File: config.mk
export PLATFORM = sky130hd
export DESIGN_NAME = humidity_temp_frame_decoder_top
export DESIGN_NICKNAME = d
export VERILOG_FILES = /design/src/rtl/core/htfd_pkg.sv /design/src/rtl/core/htfd_crc8.sv /design/src/rtl/core/htfd_convert.sv /design/src/rtl/core/humidity_temp_frame_decoder_top.sv
export VERILOG_INCLUDE_DIRS = /design/src /design/src/rtl/core
export SDC_FILE = /design/constraint.sdc
export NUM_CORES = 1
export LEC_CHECK = 0
export BUFFER_PORTS_ARGS = -buffer_cell sky130_fd_sc_hd__buf_4
export CAP_MARGIN = 10
export CELL_PAD_IN_SITES_DETAIL_PLACEMENT = 0
export CELL_PAD_IN_SITES_GLOBAL_PLACEMENT = 2
export CORE_ASPECT_RATIO = 2
export CORE_MARGIN = 2
export CORE_UTILIZATION = 44
export CTS_BUF_LIST = sky130_fd_sc_hd__clkbuf_16
export CTS_CLUSTER_SIZE = 12
export DETAILED_ROUTE_END_ITERATION = 6
export GPL_TIMING_DRIVEN = 0
export PLACE_DENSITY_LB_ADDON = 0.1
export SYNTH_ARGS = -nofsm -noshare
export SYNTH_HDL_FRONTEND = slang
export SYNTH_HIERARCHICAL = 1
export SYNTH_SLANG_ARGS = --single-unit
File: constraint.sdc
create_clock -name i_clk -period 16 [get_ports i_clk]
set_input_delay 0.8 -clock i_clk [delete_from_list [all_inputs] [get_ports i_clk]]
set_output_delay 0.8 -clock i_clk [all_outputs]
set_load 0.01 [all_outputs]
File: src/rtl/core/humidity_temp_frame_decoder_top_assert.svh
// Assertion macros used by the frame decoder top-level RTL.
// Needs nothing else; files that check their own logic include this header.
`ifndef HUMIDITY_TEMP_FRAME_DECODER_TOP_ASSERT_SVH
`define HUMIDITY_TEMP_FRAME_DECODER_TOP_ASSERT_SVH

// Same-cycle implication, checked while out of reset.
`define HTFD_ASSERT_IMP(label, clk, rst_n, ante, cons) \
    label: assert property (@(posedge clk) disable iff (!rst_n) (ante) |-> (cons)) \
        else $error("htfd: same-cycle check failed");

// Next-cycle implication, checked while out of reset.
`define HTFD_ASSERT_NXT(label, clk, rst_n, ante, cons) \
    label: assert property (@(posedge clk) disable iff (!rst_n) (ante) |=> (cons)) \
        else $error("htfd: next-cycle check failed");

`endif

File: src/rtl/core/htfd_pkg.sv
// Shared types and constants of the humidity and temperature frame decoder.
// No dependencies; every RTL module imports this package.
package htfd_pkg;

    localparam int HTFD_RAW_W   = 20;
    localparam int HTFD_HUM_W   = 14;
    localparam int HTFD_TEMP_W  = 15;
    localparam int HTFD_FRAC_W  = 20;

    typedef logic [7:0]               t_byte;
    typedef logic [2:0]               t_pos;
    typedef logic [HTFD_RAW_W-1:0]    t_raw;
    typedef logic [HTFD_HUM_W-1:0]    t_hum_centi;
    typedef logic signed [HTFD_TEMP_W-1:0] t_temp_centi;

    localparam t_byte HTFD_CRC_POLY   = 8'h31;
    localparam t_byte HTFD_CRC_INIT   = 8'hFF;
    localparam t_pos  HTFD_FINAL_POS  = 3'd6;
    localparam int    HTFD_BUSY_BIT   = 7;
    localparam int    HTFD_CALIB_BIT  = 3;

    // Fixed-point scale factors: value = (raw * scale) >> 20, minus the offset for temperature.
    localparam logic [13:0] HTFD_HUM_SCALE   = 14'd10000;
    localparam logic [14:0] HTFD_TEMP_SCALE  = 15'd20000;
    localparam logic [14:0] HTFD_TEMP_OFFSET = 15'd5000;

    localparam logic HTFD_STATUS_OK      = 1'b0;
    localparam logic HTFD_STATUS_CRC_ERR = 1'b1;

endpackage

File: src/rtl/core/htfd_crc8.sv
// One-byte update of the CRC-8 (polynomial 0x31, MSB first, no reflection).
// Depends on htfd_pkg.
module htfd_crc8 (
    input  htfd_pkg::t_byte i_crc,
    input  htfd_pkg::t_byte i_data,
    output htfd_pkg::t_byte o_crc
);
    import htfd_pkg::*;

    always_comb begin
        t_byte c;
        c = i_crc ^ i_data;
        for (int k = 0; k < 8; k++) begin
            if (c[7]) begin
                c = {c[6:0], 1'b0} ^ HTFD_CRC_POLY;
            end else begin
                c = {c[6:0], 1'b0};
            end
        end
        o_crc = c;
    end

endmodule

File: src/rtl/core/htfd_convert.sv
// Scales the raw humidity and temperature counts to hundredths of a unit.
// Depends on htfd_pkg.
module htfd_convert (
    input  htfd_pkg::t_raw        i_humidity_raw,
    input  htfd_pkg::t_raw        i_temperature_raw,
    output htfd_pkg::t_hum_centi  o_humidity_centipct,
    output htfd_pkg::t_temp_centi o_temperature_centideg
);
    import htfd_pkg::*;

    localparam int HUM_PROD_W  = HTFD_RAW_W + HTFD_HUM_W;
    localparam int TEMP_PROD_W = HTFD_RAW_W + HTFD_TEMP_W;

    logic [HUM_PROD_W-1:0]  hum_prod;
    logic [TEMP_PROD_W-1:0] temp_prod;
    logic [HTFD_TEMP_W-1:0] temp_scaled;

    assign hum_prod  = HUM_PROD_W'(i_humidity_raw) * HUM_PROD_W'(HTFD_HUM_SCALE);
    assign temp_prod = TEMP_PROD_W'(i_temperature_raw) * TEMP_PROD_W'(HTFD_TEMP_SCALE);

    // Floor of the product over 2^20 is just the upper bits.
    assign o_humidity_centipct = hum_prod[HUM_PROD_W-1:HTFD_FRAC_W];
    assign temp_scaled         = temp_prod[TEMP_PROD_W-1:HTFD_FRAC_W];

    // The true result lies in -5000..14999, so wrapping 15-bit subtraction is exact.
    assign o_temperature_centideg = t_temp_centi'(temp_scaled - HTFD_TEMP_OFFSET);

endmodule

File: src/rtl/core/humidity_temp_frame_decoder_top.sv
// Sensor measurement frame decoder: byte capture, CRC check, unpack and scaling.
// Depends on htfd_pkg, htfd_crc8, htfd_convert and the assertion macro header.
//
// Usage:
//   The input channel (i_in_valid / o_in_ready) carries one reply byte per
//   transfer, with i_frame_start high on byte 0. Bytes 0 to 5 are held and run
//   through the CRC-8; byte 6 is the CRC. The transfer of byte 6 yields one
//   result on the output channel (o_out_valid / i_out_ready); bytes 0 to 5
//   yield none. A frame start in mid-frame drops the partial frame.
//   Latency: the result is valid in the cycle after byte 6 is transferred.
//   Throughput: one byte per cycle while o_in_ready is high; CRC update and
//   capture are registered; the output register reloads in the cycle it drains.
//   On a CRC mismatch all values and flags are zero and o_frame_status is 1.
//   When the receiver stalls, the output register holds its result and
//   o_in_ready drops until the result is taken.
//   Reset (synchronous, active low) empties the output register, sets the
//   byte position to 0 and the CRC to 0xFF; held bytes are not cleared.
`include "humidity_temp_frame_decoder_top_assert.svh"

module humidity_temp_frame_decoder_top (
    input  logic                  i_clk,
    input  logic                  i_rst_n,
    input  logic                  i_in_valid,
    output logic                  o_in_ready,
    input  htfd_pkg::t_byte       i_rx_byte,
    input  logic                  i_frame_start,
    output logic                  o_out_valid,
    input  logic                  i_out_ready,
    output htfd_pkg::t_raw        o_humidity_raw,
    output htfd_pkg::t_raw        o_temperature_raw,
    output htfd_pkg::t_hum_centi  o_humidity_centipct,
    output htfd_pkg::t_temp_centi o_temperature_centideg,
    output logic                  o_busy_flag,
    output logic                  o_calibrated_flag,
    output logic                  o_frame_status
);
    import htfd_pkg::*;

    t_byte       r_crc, n_crc;
    t_pos        r_pos, n_pos;
    t_byte       r_bytes [HTFD_FINAL_POS];
    logic        r_out_valid;
    t_raw        r_hum_raw, r_tmp_count;
    t_hum_centi  r_hum_centi;
    t_temp_centi r_temp_centi;
    logic        r_busy, r_calib, r_status;

    logic        in_fire;
    logic        out_free;
    t_pos        eff_pos;
    t_byte       eff_crc;
    t_byte       crc_upd;
    logic        is_final;
    logic        crc_ok;
    t_raw        hum_raw, tmp_count;
    t_hum_centi  hum_centi;
    t_temp_centi temp_centi;

    assign out_free   = !r_out_valid || i_out_ready;
    assign o_in_ready = out_free;
    assign in_fire    = i_in_valid && o_in_ready;

    // A frame start, or a position past the CRC byte, restarts the frame.
    assign eff_pos  = (i_frame_start || r_pos > HTFD_FINAL_POS) ? '0 : r_pos;
    assign eff_crc  = (i_frame_start || r_pos > HTFD_FINAL_POS) ? HTFD_CRC_INIT : r_crc;
    assign is_final = (eff_pos == HTFD_FINAL_POS);
    assign crc_ok   = (eff_crc == i_rx_byte);

    htfd_crc8 u_crc8 (
        .i_crc  (eff_crc),
        .i_data (i_rx_byte),
        .o_crc  (crc_upd)
    );

    assign hum_raw   = {r_bytes[1], r_bytes[2], r_bytes[3][7:4]};
    assign tmp_count = {r_bytes[3][3:0], r_bytes[4], r_bytes[5]};

    htfd_convert u_convert (
        .i_humidity_raw         (hum_raw),
        .i_temperature_raw      (tmp_count),
        .o_humidity_centipct    (hum_centi),
        .o_temperature_centideg (temp_centi)
    );

    always_comb begin
        n_pos = r_pos;
        n_crc = r_crc;
        if (in_fire) begin
            if (is_final) begin
                n_pos = '0;
                n_crc = HTFD_CRC_INIT;
            end else begin
                n_pos = eff_pos + 3'd1;
                n_crc = crc_upd;
            end
        end
    end

    always_ff @(posedge i_clk) begin
        if (!i_rst_n) begin
            r_pos       <= '0;
            r_crc       <= HTFD_CRC_INIT;
            r_out_valid <= 1'b0;
        end else begin
            r_pos <= n_pos;
            r_crc <= n_crc;
            if (in_fire && is_final) begin
                r_out_valid <= 1'b1;
            end else if (i_out_ready) begin
                r_out_valid <= 1'b0;
            end
        end
    end

    // Held bytes and result payload carry no reset.
    always_ff @(posedge i_clk) begin
        if (in_fire && !is_final) begin
            r_bytes[eff_pos] <= i_rx_byte;
        end
        if (in_fire && is_final) begin
            if (crc_ok) begin
                r_hum_raw    <= hum_raw;
                r_tmp_count  <= tmp_count;
                r_hum_centi  <= hum_centi;
                r_temp_centi <= temp_centi;
                r_busy       <= r_bytes[0][HTFD_BUSY_BIT];
                r_calib      <= r_bytes[0][HTFD_CALIB_BIT];
                r_status     <= HTFD_STATUS_OK;
            end else begin
                r_hum_raw    <= '0;
                r_tmp_count  <= '0;
                r_hum_centi  <= '0;
                r_temp_centi <= '0;
                r_busy       <= 1'b0;
                r_calib      <= 1'b0;
                r_status     <= HTFD_STATUS_CRC_ERR;
            end
        end
    end

    assign o_out_valid            = r_out_valid;
    assign o_humidity_raw         = r_hum_raw;
    assign o_temperature_raw      = r_tmp_count;
    assign o_humidity_centipct    = r_hum_centi;
    assign o_temperature_centideg = r_temp_centi;
    assign o_busy_flag            = r_busy;
    assign o_calibrated_flag      = r_calib;
    assign o_frame_status         = r_status;

    `HTFD_ASSERT_IMP(a_pos_range, i_clk, i_rst_n, 1'b1, r_pos <= HTFD_FINAL_POS)
    `HTFD_ASSERT_NXT(a_final_loads_result, i_clk, i_rst_n, in_fire && is_final,
        r_out_valid && r_pos == 3'd0 && r_crc == HTFD_CRC_INIT)
    `HTFD_ASSERT_NXT(a_start_is_byte0, i_clk, i_rst_n, in_fire && i_frame_start,
        r_pos == 3'd1)
    `HTFD_ASSERT_IMP(a_error_zeroes, i_clk, i_rst_n, r_out_valid && r_status,
        r_hum_raw == '0 && r_tmp_count == '0 && !r_busy && !r_calib)

endmodule
==> results of run 1 <==
==> registers in the layout, indices dropped and copies added, names as in the netlist <==
| name | count |
|---|---|
| r_bytes | 42 |
| o_humidity_raw | 20 |
| o_temperature_raw | 20 |
| o_temperature_centideg | 15 |
| o_humidity_centipct | 14 |
| r_crc | 8 |
| r_pos | 3 |
| o_busy_flag | 1 |
| o_calibrated_flag | 1 |
| o_frame_status | 1 |
| o_out_valid | 1 |
==> critical path: cells and delay by family, from the launching register on <==
| family | cells | cell delay (ns) |
|---|---|---|
| and+or+nand+nor | 4 | 0.81 |
| buffers and inverters | 5 | 0.39 |
| AOI/OAI and AO/OA | 6 | 1.78 |
| DFF | 1 | 0.48 |
| xor gates and xnor gates | 1 | 0.22 |
| adders and majority gates | 6 | 2.42 |
==> cells in the mapped netlist, types with 5 or more instances <==
master    instances  area share [%]
fa_1             92              16
buf_2            12            0.52
dfxtp_1          12             2.1
inv_1           336              11
nor2b_1           6            0.32
nor3_2           71             6.1
o22ai_1           9            0.49
ha_1            161              17
o21a_1            7            0.45
nand3_1           6            0.26
o21ai_0           8            0.35
nor3_1            9            0.39
buf_6             9            0.88
nand2_1          24            0.78
edfxtp_1        114              30
a21oi_1          18            0.78
nand2b_1          5            0.27
a311oi_1          6            0.45
nor2_1           26            0.84
xnor2_1          28             2.1
a21o_1            9            0.58
xor2_1           25             1.9
==> metrics by stage <==
step	utilization, %	hold WS (ns)
floorplan	-	0.462
global placement	48.5	0.481
detailed placement	48.8	0.487
CTS	51.2	0.502
global route	51.2	0.525
finish	51.2	0.506
==> cells by family after synthesis <==
group	share of synthesized area [%]
compound gates	6.89
fa+ha+maj	33.3
simple gates	10.8
mux	0.0865
flops	31.7
xor+xnor	4.74
buf+inv	12.4
==> area by class of cell <==
type,instances,area (sq um)
tap,344,430
buffer,25,176
clock inverter,15,185
fill,2420,12700
timing repair buffer,96,718
clock buffer,17,425
inverter,336,1260
sequential,126,3660
multi-input combinational,587,6470
==> how the worst min path moves through the flow <==
stage,startpoint,end,slack [ns],depth (start not counted)
5_1_grt,r_crc[4]$_SDFFE_PN1P_,r_crc[4]$_SDFFE_PN1P_,0.52,2
3_5_place_dp,r_crc[0]$_SDFFE_PN1P_,r_crc[0]$_SDFFE_PN1P_,0.49,2
3_3_place_gp,r_crc[6]$_SDFFE_PN1P_,r_crc[6]$_SDFFE_PN1P_,0.48,2
2_1_floorplan,r_crc[4]$_SDFFE_PN1P_,r_crc[4]$_SDFFE_PN1P_,0.46,2
4_1_cts,r_crc[0]$_SDFFE_PN1P_,r_crc[0]$_SDFFE_PN1P_,0.50,2
6_report,r_crc[0]$_SDFFE_PN1P_,r_crc[0]$_SDFFE_PN1P_,0.51,2
==> power by group through the flow <==
stage,Combinational (mW),Sequential [mW],Clock [mW]
2_1_floorplan,0.132,0.372,0
3_3_place_gp,0.167,0.373,0
3_5_place_dp,0.167,0.373,0
4_1_cts,0.169,0.366,0.420
5_1_grt,0.189,0.367,0.430
6_report,0.166,0.366,0.409
==> metal layers <==
metal	vias to the layer above	part of all wire, %	routed length (microns)	global-route usage [%]
li1	3688	-	-	-
met1	3461	45	10600	23.6
met2	147	50	11700	31.8
met3	26	3.6	850	2.88
met4	0	1.7	403	6.14
met5	-	0	0	0
==> metrics.csv, run 1 <==
metric,value,unit
initial_core_util,44.4,%
grt_pass1_wl,39.8,mm
ys_ff_latch,126,
path_class,reg -> reg,
syn_inst,1074,
antenna_found_initial,0,
final-hold-violation-count,0,
dp_worst_setup_slack,9.75,ns
pin_count,87,
tightestPinTransition,0.737,ns
hold_buffers,0,
critPathCaptureType,register,
area_delta_synth_final,15.3,%
powerDensity,70.6,nW/um^2
drive_gt1_share,20.3,%
vias,7322,
layout_common_cells,"inv_1 (336), ha_1 (161), edfxtp_1 (114), buf_4 (95), fa_1 (92)",
p_comb_share,17.6,%
cts_resized,0,
finalWirelength,23.6,mm
synth_ff_type,edfxtp_1,
ys_types,65,
core,26100,sq um
numClockSinks,126,
clk_pin_slew,0.06,ns
clkPwrFrac,43.5,%
cts_buffers,17,
drc,0,
drt_iter0_markers,243,
status,"complete, no violations",
post_cts_buffers,0,
fin_skew,0.0123,ns
clock_latency,0.44,ns
fmax,160,MHz
rsz0062_at_grt,no,
layout_commonest_cell,inv_1,
drv_slew,0,
row_count,84,
die_h,233,microns
dp_hpwl,19.0,mm
r2r_slack,9.75,ns
ys_async_sr_fraction,0,%
syn_area,11600,sq um
die_width,119,microns
period_minus_slack,6.25,ns
viasPerCell,4.74,
tritoncts,built,
place_area,12700,sq um
avgSynthCellArea,10.8,sq um
cpPeakStageDelay,0.55,ns
cpMostUsedCell,inv_1,
clockBufferDepth,2,
report.power.total,941,uW
nets,1455,
dr.pass1.iters,5,
placedCellCount,1514,
synth_edf_count,114,
seqPwrFrac,38.9,%
portBuffers,86,
fin_setup_tns,0,ns
slew_headroom,50.7,%
syn-num-nets,1340,
final_cell_area,13300,sq um
hp-class,reg -> reg,
ys_seq_area_share,31.7,%
yosys_warnings,6,
r2r_cells,22,
final_cells,1546,
timing.rr.start,r_bytes[5][7]$_DFFE_PP_,
slowest_stage,fa_1,
wl_per_cell,15.2,microns
startpoint_type,register,
grt_pass1_vias,7672,
layout_setup_ws,9.75,ns
path_cells,"inv_1, fa_1, inv_1, ha_1, fa_1, ha_1, inv_1, fa_1, inv_1, ha_1, a31oi_1, nor2b_1, a2111oi_4, nor3_1, or3_4, a2111oi_2, o21bai_1, o211ai_1, o211ai_1, xnor2_1, inv_1, nor3_2",
postRouteAntennaNets,0,
internal_power,678,uW
rr_endpoint,o_temperature_centideg[14]$_SDFFCE_PP0P_,
crit_start,r_bytes[5][7]$_DFFE_PP_,
die_area,27700,sq um
setup_viol,0,
fin_crit_sh,39.0,%
swShare,28.0,%
place_congestion,0.829,
grtUsageTotal,18.5,%
cp-endpoint,o_temperature_centideg[14]$_SDFFCE_PP0P_,
p_leak,6.17,nW
power.switching,264,uW
cp_data_arrival_time,6.53,ns
worstPathRequired,16.28,ns
grt_max_degree,17,
htree_levels,4,
crit_path_max_fanout,4,
antenna_cells,0,
ir_worst_vdd,0.0000765,V
drv_cap,0,
clock-root-buffer,clkbuf_16,
grt-ovfl-total,0,
Note: power is estimated with default switching activity, not from simulation.
==> inputs of run 2 (changes only) <==
--- a/config.mk
+++ b/config.mk
@@ -6,13 +6,14 @@
 export SDC_FILE = /design/constraint.sdc
 export NUM_CORES = 1
 export LEC_CHECK = 0
+export ABC_AREA = 1
 export BUFFER_PORTS_ARGS = -buffer_cell sky130_fd_sc_hd__buf_4
 export CAP_MARGIN = 10
 export CELL_PAD_IN_SITES_DETAIL_PLACEMENT = 0
 export CELL_PAD_IN_SITES_GLOBAL_PLACEMENT = 2
 export CORE_ASPECT_RATIO = 2
 export CORE_MARGIN = 2
-export CORE_UTILIZATION = 44
+export CORE_UTILIZATION = 35
 export CTS_BUF_LIST = sky130_fd_sc_hd__clkbuf_16
 export CTS_CLUSTER_SIZE = 12
 export DETAILED_ROUTE_END_ITERATION = 6
==> constraint.sdc (replaced) <==
create_clock -name i_clk -period 5.3 [get_ports i_clk]
set_input_delay 0.265 -clock i_clk [delete_from_list [all_inputs] [get_ports i_clk]]
set_output_delay 0.265 -clock i_clk [all_outputs]
set_load 0.01 [all_outputs]
==> run 2 against run 1 <==
Net effect: clock power rose to 2.9 times the previous value; global-route usage up 1.9 points; via count up 30%; fmax up 25%; first-iteration DRC count up 43%; clock skew down 0.0017 ns; flip-flop and latch count unchanged; sequential share of layout area down 2.4 points; final area up 9.4%; highest routed layer unchanged; register-to-register slack worse by 9.5 ns; utilization down 9.6 points.
==> metrics.csv, run 2 <==
metric,value,unit
status,"complete, no violations",
clockBufferDepth,2,
startpoint_type,register,
grt_max_degree,33,
synthTopCellsByCount,"inv_1 (438), nand2_1 (262), ha_1 (161)",
synth_ff_type,edfxtp_1,
place_congestion,0.959,
finalWirelength,34.9,mm
period_minus_slack,5.01,ns
yosysTopAreaCell,edfxtp_1,
die_width,137,microns
report.power.total,3.39,mW
layout_setup_ws,0.289,ns
clock_latency,0.45,ns
die_h,270,microns
hp-class,in -> reg,
drv_cap,0,
initial_core_util,35.4,%
drv_slew,0,
slew_headroom,29.2,%
antenna_cells,0,
pin_count,87,
largest_register_ffs,42,
synth_top_area_share,27.5,%
postRouteAntennaNets,0,
drive_gt1_share,15.3,%
synth.area.top_cells,"edfxtp_1 (28%), ha_1 (16%), fa_1 (15%)",
hold_buffers,0,
largest-register,r_bytes,
tightestPinTransition,1.05,ns
wl_per_cell,16.9,microns
fin_crit_sh,94.6,%
dr.pass1.iters,4,
grtUsageTotal,20.3,%
cpPeakStageDelay,0.51,ns
viasPerCell,4.59,
tritoncts,built,
clock-root-buffer,clkbuf_16,
fin_skew,0.0106,ns
crit_path_max_fanout,4,
setup_viol,0,
clk_pin_slew,0.07,ns
ys_seq_area_share,29.5,%
yosysMostFrequentCell,inv_1,
htree_levels,4,
syn_area,12400,sq um
path_class,reg -> reg,
ys_async_sr_fraction,0,%
antenna_found_initial,0,
ir_worst_vdd,0.000234,V
avgSynthCellArea,8.44,sq um
crit_family,adder cells,
nets,1876,
grt-ovfl-total,0,
worstPathRequired,5.50,ns
layout_common_cells,"inv_1 (429), nand2_1 (256), ha_1 (156), buf_4 (117), edfxtp_1 (114)",
cp_data_arrival_time,5.21,ns
dp_worst_setup_slack,-0.226,ns
vias,9489,
portBuffers,86,
dp_hpwl,29.1,mm
fin_setup_tns,0,ns
core,35100,sq um
drt_iter0_markers,347,
layout_commonest_cell,inv_1,
critPathCaptureType,register,
row_count,97,
syn-num-nets,1739,
p_leak,7.55,nW
cpMostUsedCell,inv_1,
drc,0,
numClockSinks,126,
die_area,37100,sq um
cts_buffers,17,
slowest_stage,fa_1,
fmax,200,MHz
ys_ff_latch,126,
grt_pass1_vias,10285,
ys_types,44,
powerDensity,233,nW/um^2
syn_inst,1473,
area_delta_synth_final,17.4,%
final-hold-violation-count,0,
synth_edf_count,114,
path_buf_inv,8,
grt_pass1_wl,55.1,mm
yosys_warnings,6,
fin_util,41.6,%
==> run 2: cell types whose count changed in the layout (fill, tap and decap cells not counted), sizes merged, moves of 7 or more <==
cell and change:
buf +10, inv +109, xnor2 -15, nand4 +19, nand2 +261, nand3 +49, a311oi -8, a211oi -7
a21o -9, nor2 +107, nor3 -68, a21oi +32
==> run 2: through the flow <==
| step | instances | cell area (sq um) | hold slack (ns) |
|---|---|---|---|
| finish | 2068 | 14600 | 0.0946 |
| global route | 2068 | 14600 | 0.101 |
| CTS | 2044 | 14300 | 0.0764 |
| detailed placement | 2006 | 13700 | 0.470 |
| global placement | 2004 | 13600 | 0.468 |
| floorplan | 1473 | 12400 | 0.364 |
==> run 2: repair_timing <==
action | in CTS | in global routing
endpoints found under the setup margin | 7 | 12
pin swaps | 0 | 6
buffers inserted | 6 | 24
gates resized for setup | 5 | 27
==> run 2: routing by layer <==
layer	wire [microns]	share of wire [%]	track usage (%)
met5	0	0	0
met4	1300	3.7	8.82
met1	11400	33	18.2
met2	21600	62	42.4
met3	647	1.9	2.81
==> run 2: power breakdown <==
part           total, mW  internal, mW  switching (mW)
registers           1.11          1.09          0.0145
logic               1.09         0.400           0.686
clock network       1.20         0.699           0.503
total               3.39          2.19            1.20
==> run 2: final cells by class <==
class,instances,area [sq um]
inverter,445,1670
fill,3603,20500
clock buffer,17,425
multi-input combinational,891,7090
timing repair buffer,118,911
buffer,11,105
clock inverter,15,164
tap,445,557
sequential,126,3660
==> run 2: logic make-up after synthesis <==
| kind of cell | count (synthesis) | synth area share, % |
|---|---|---|
| simple gates | 512 | 18.2 |
| flops | 126 | 29.5 |
| compound gates | 90 | 4.08 |
| buf+inv | 456 | 14.3 |
| xor+xnor | 36 | 2.93 |
| fa+ha+maj | 253 | 31.0 |
==> run 2: worst paths after layout <==
path	from	cells past startpoint	to	slack [ns]
worst max-delay path	r_bytes[4][2]$_DFFE_PP_	27	o_temperature_centideg[13]$_SDFFCE_PP0P_	0.29
worst max register to register	r_bytes[4][2]$_DFFE_PP_	27	o_temperature_centideg[13]$_SDFFCE_PP0P_	0.29
worst min-delay path	i_rst_n	3	r_pos[2]$_SDFFE_PN0P_	0.09
worst min register to register	r_crc[6]$_SDFFE_PN1P_	2	r_crc[6]$_SDFFE_PN1P_	0.49
==> run 2: tightest hold or removal path, delay by kind of cell <==
kind	cells	cell delay, ns
AOI/OAI and AO/OA	2	0.10
buffers and inverters	1	0.12
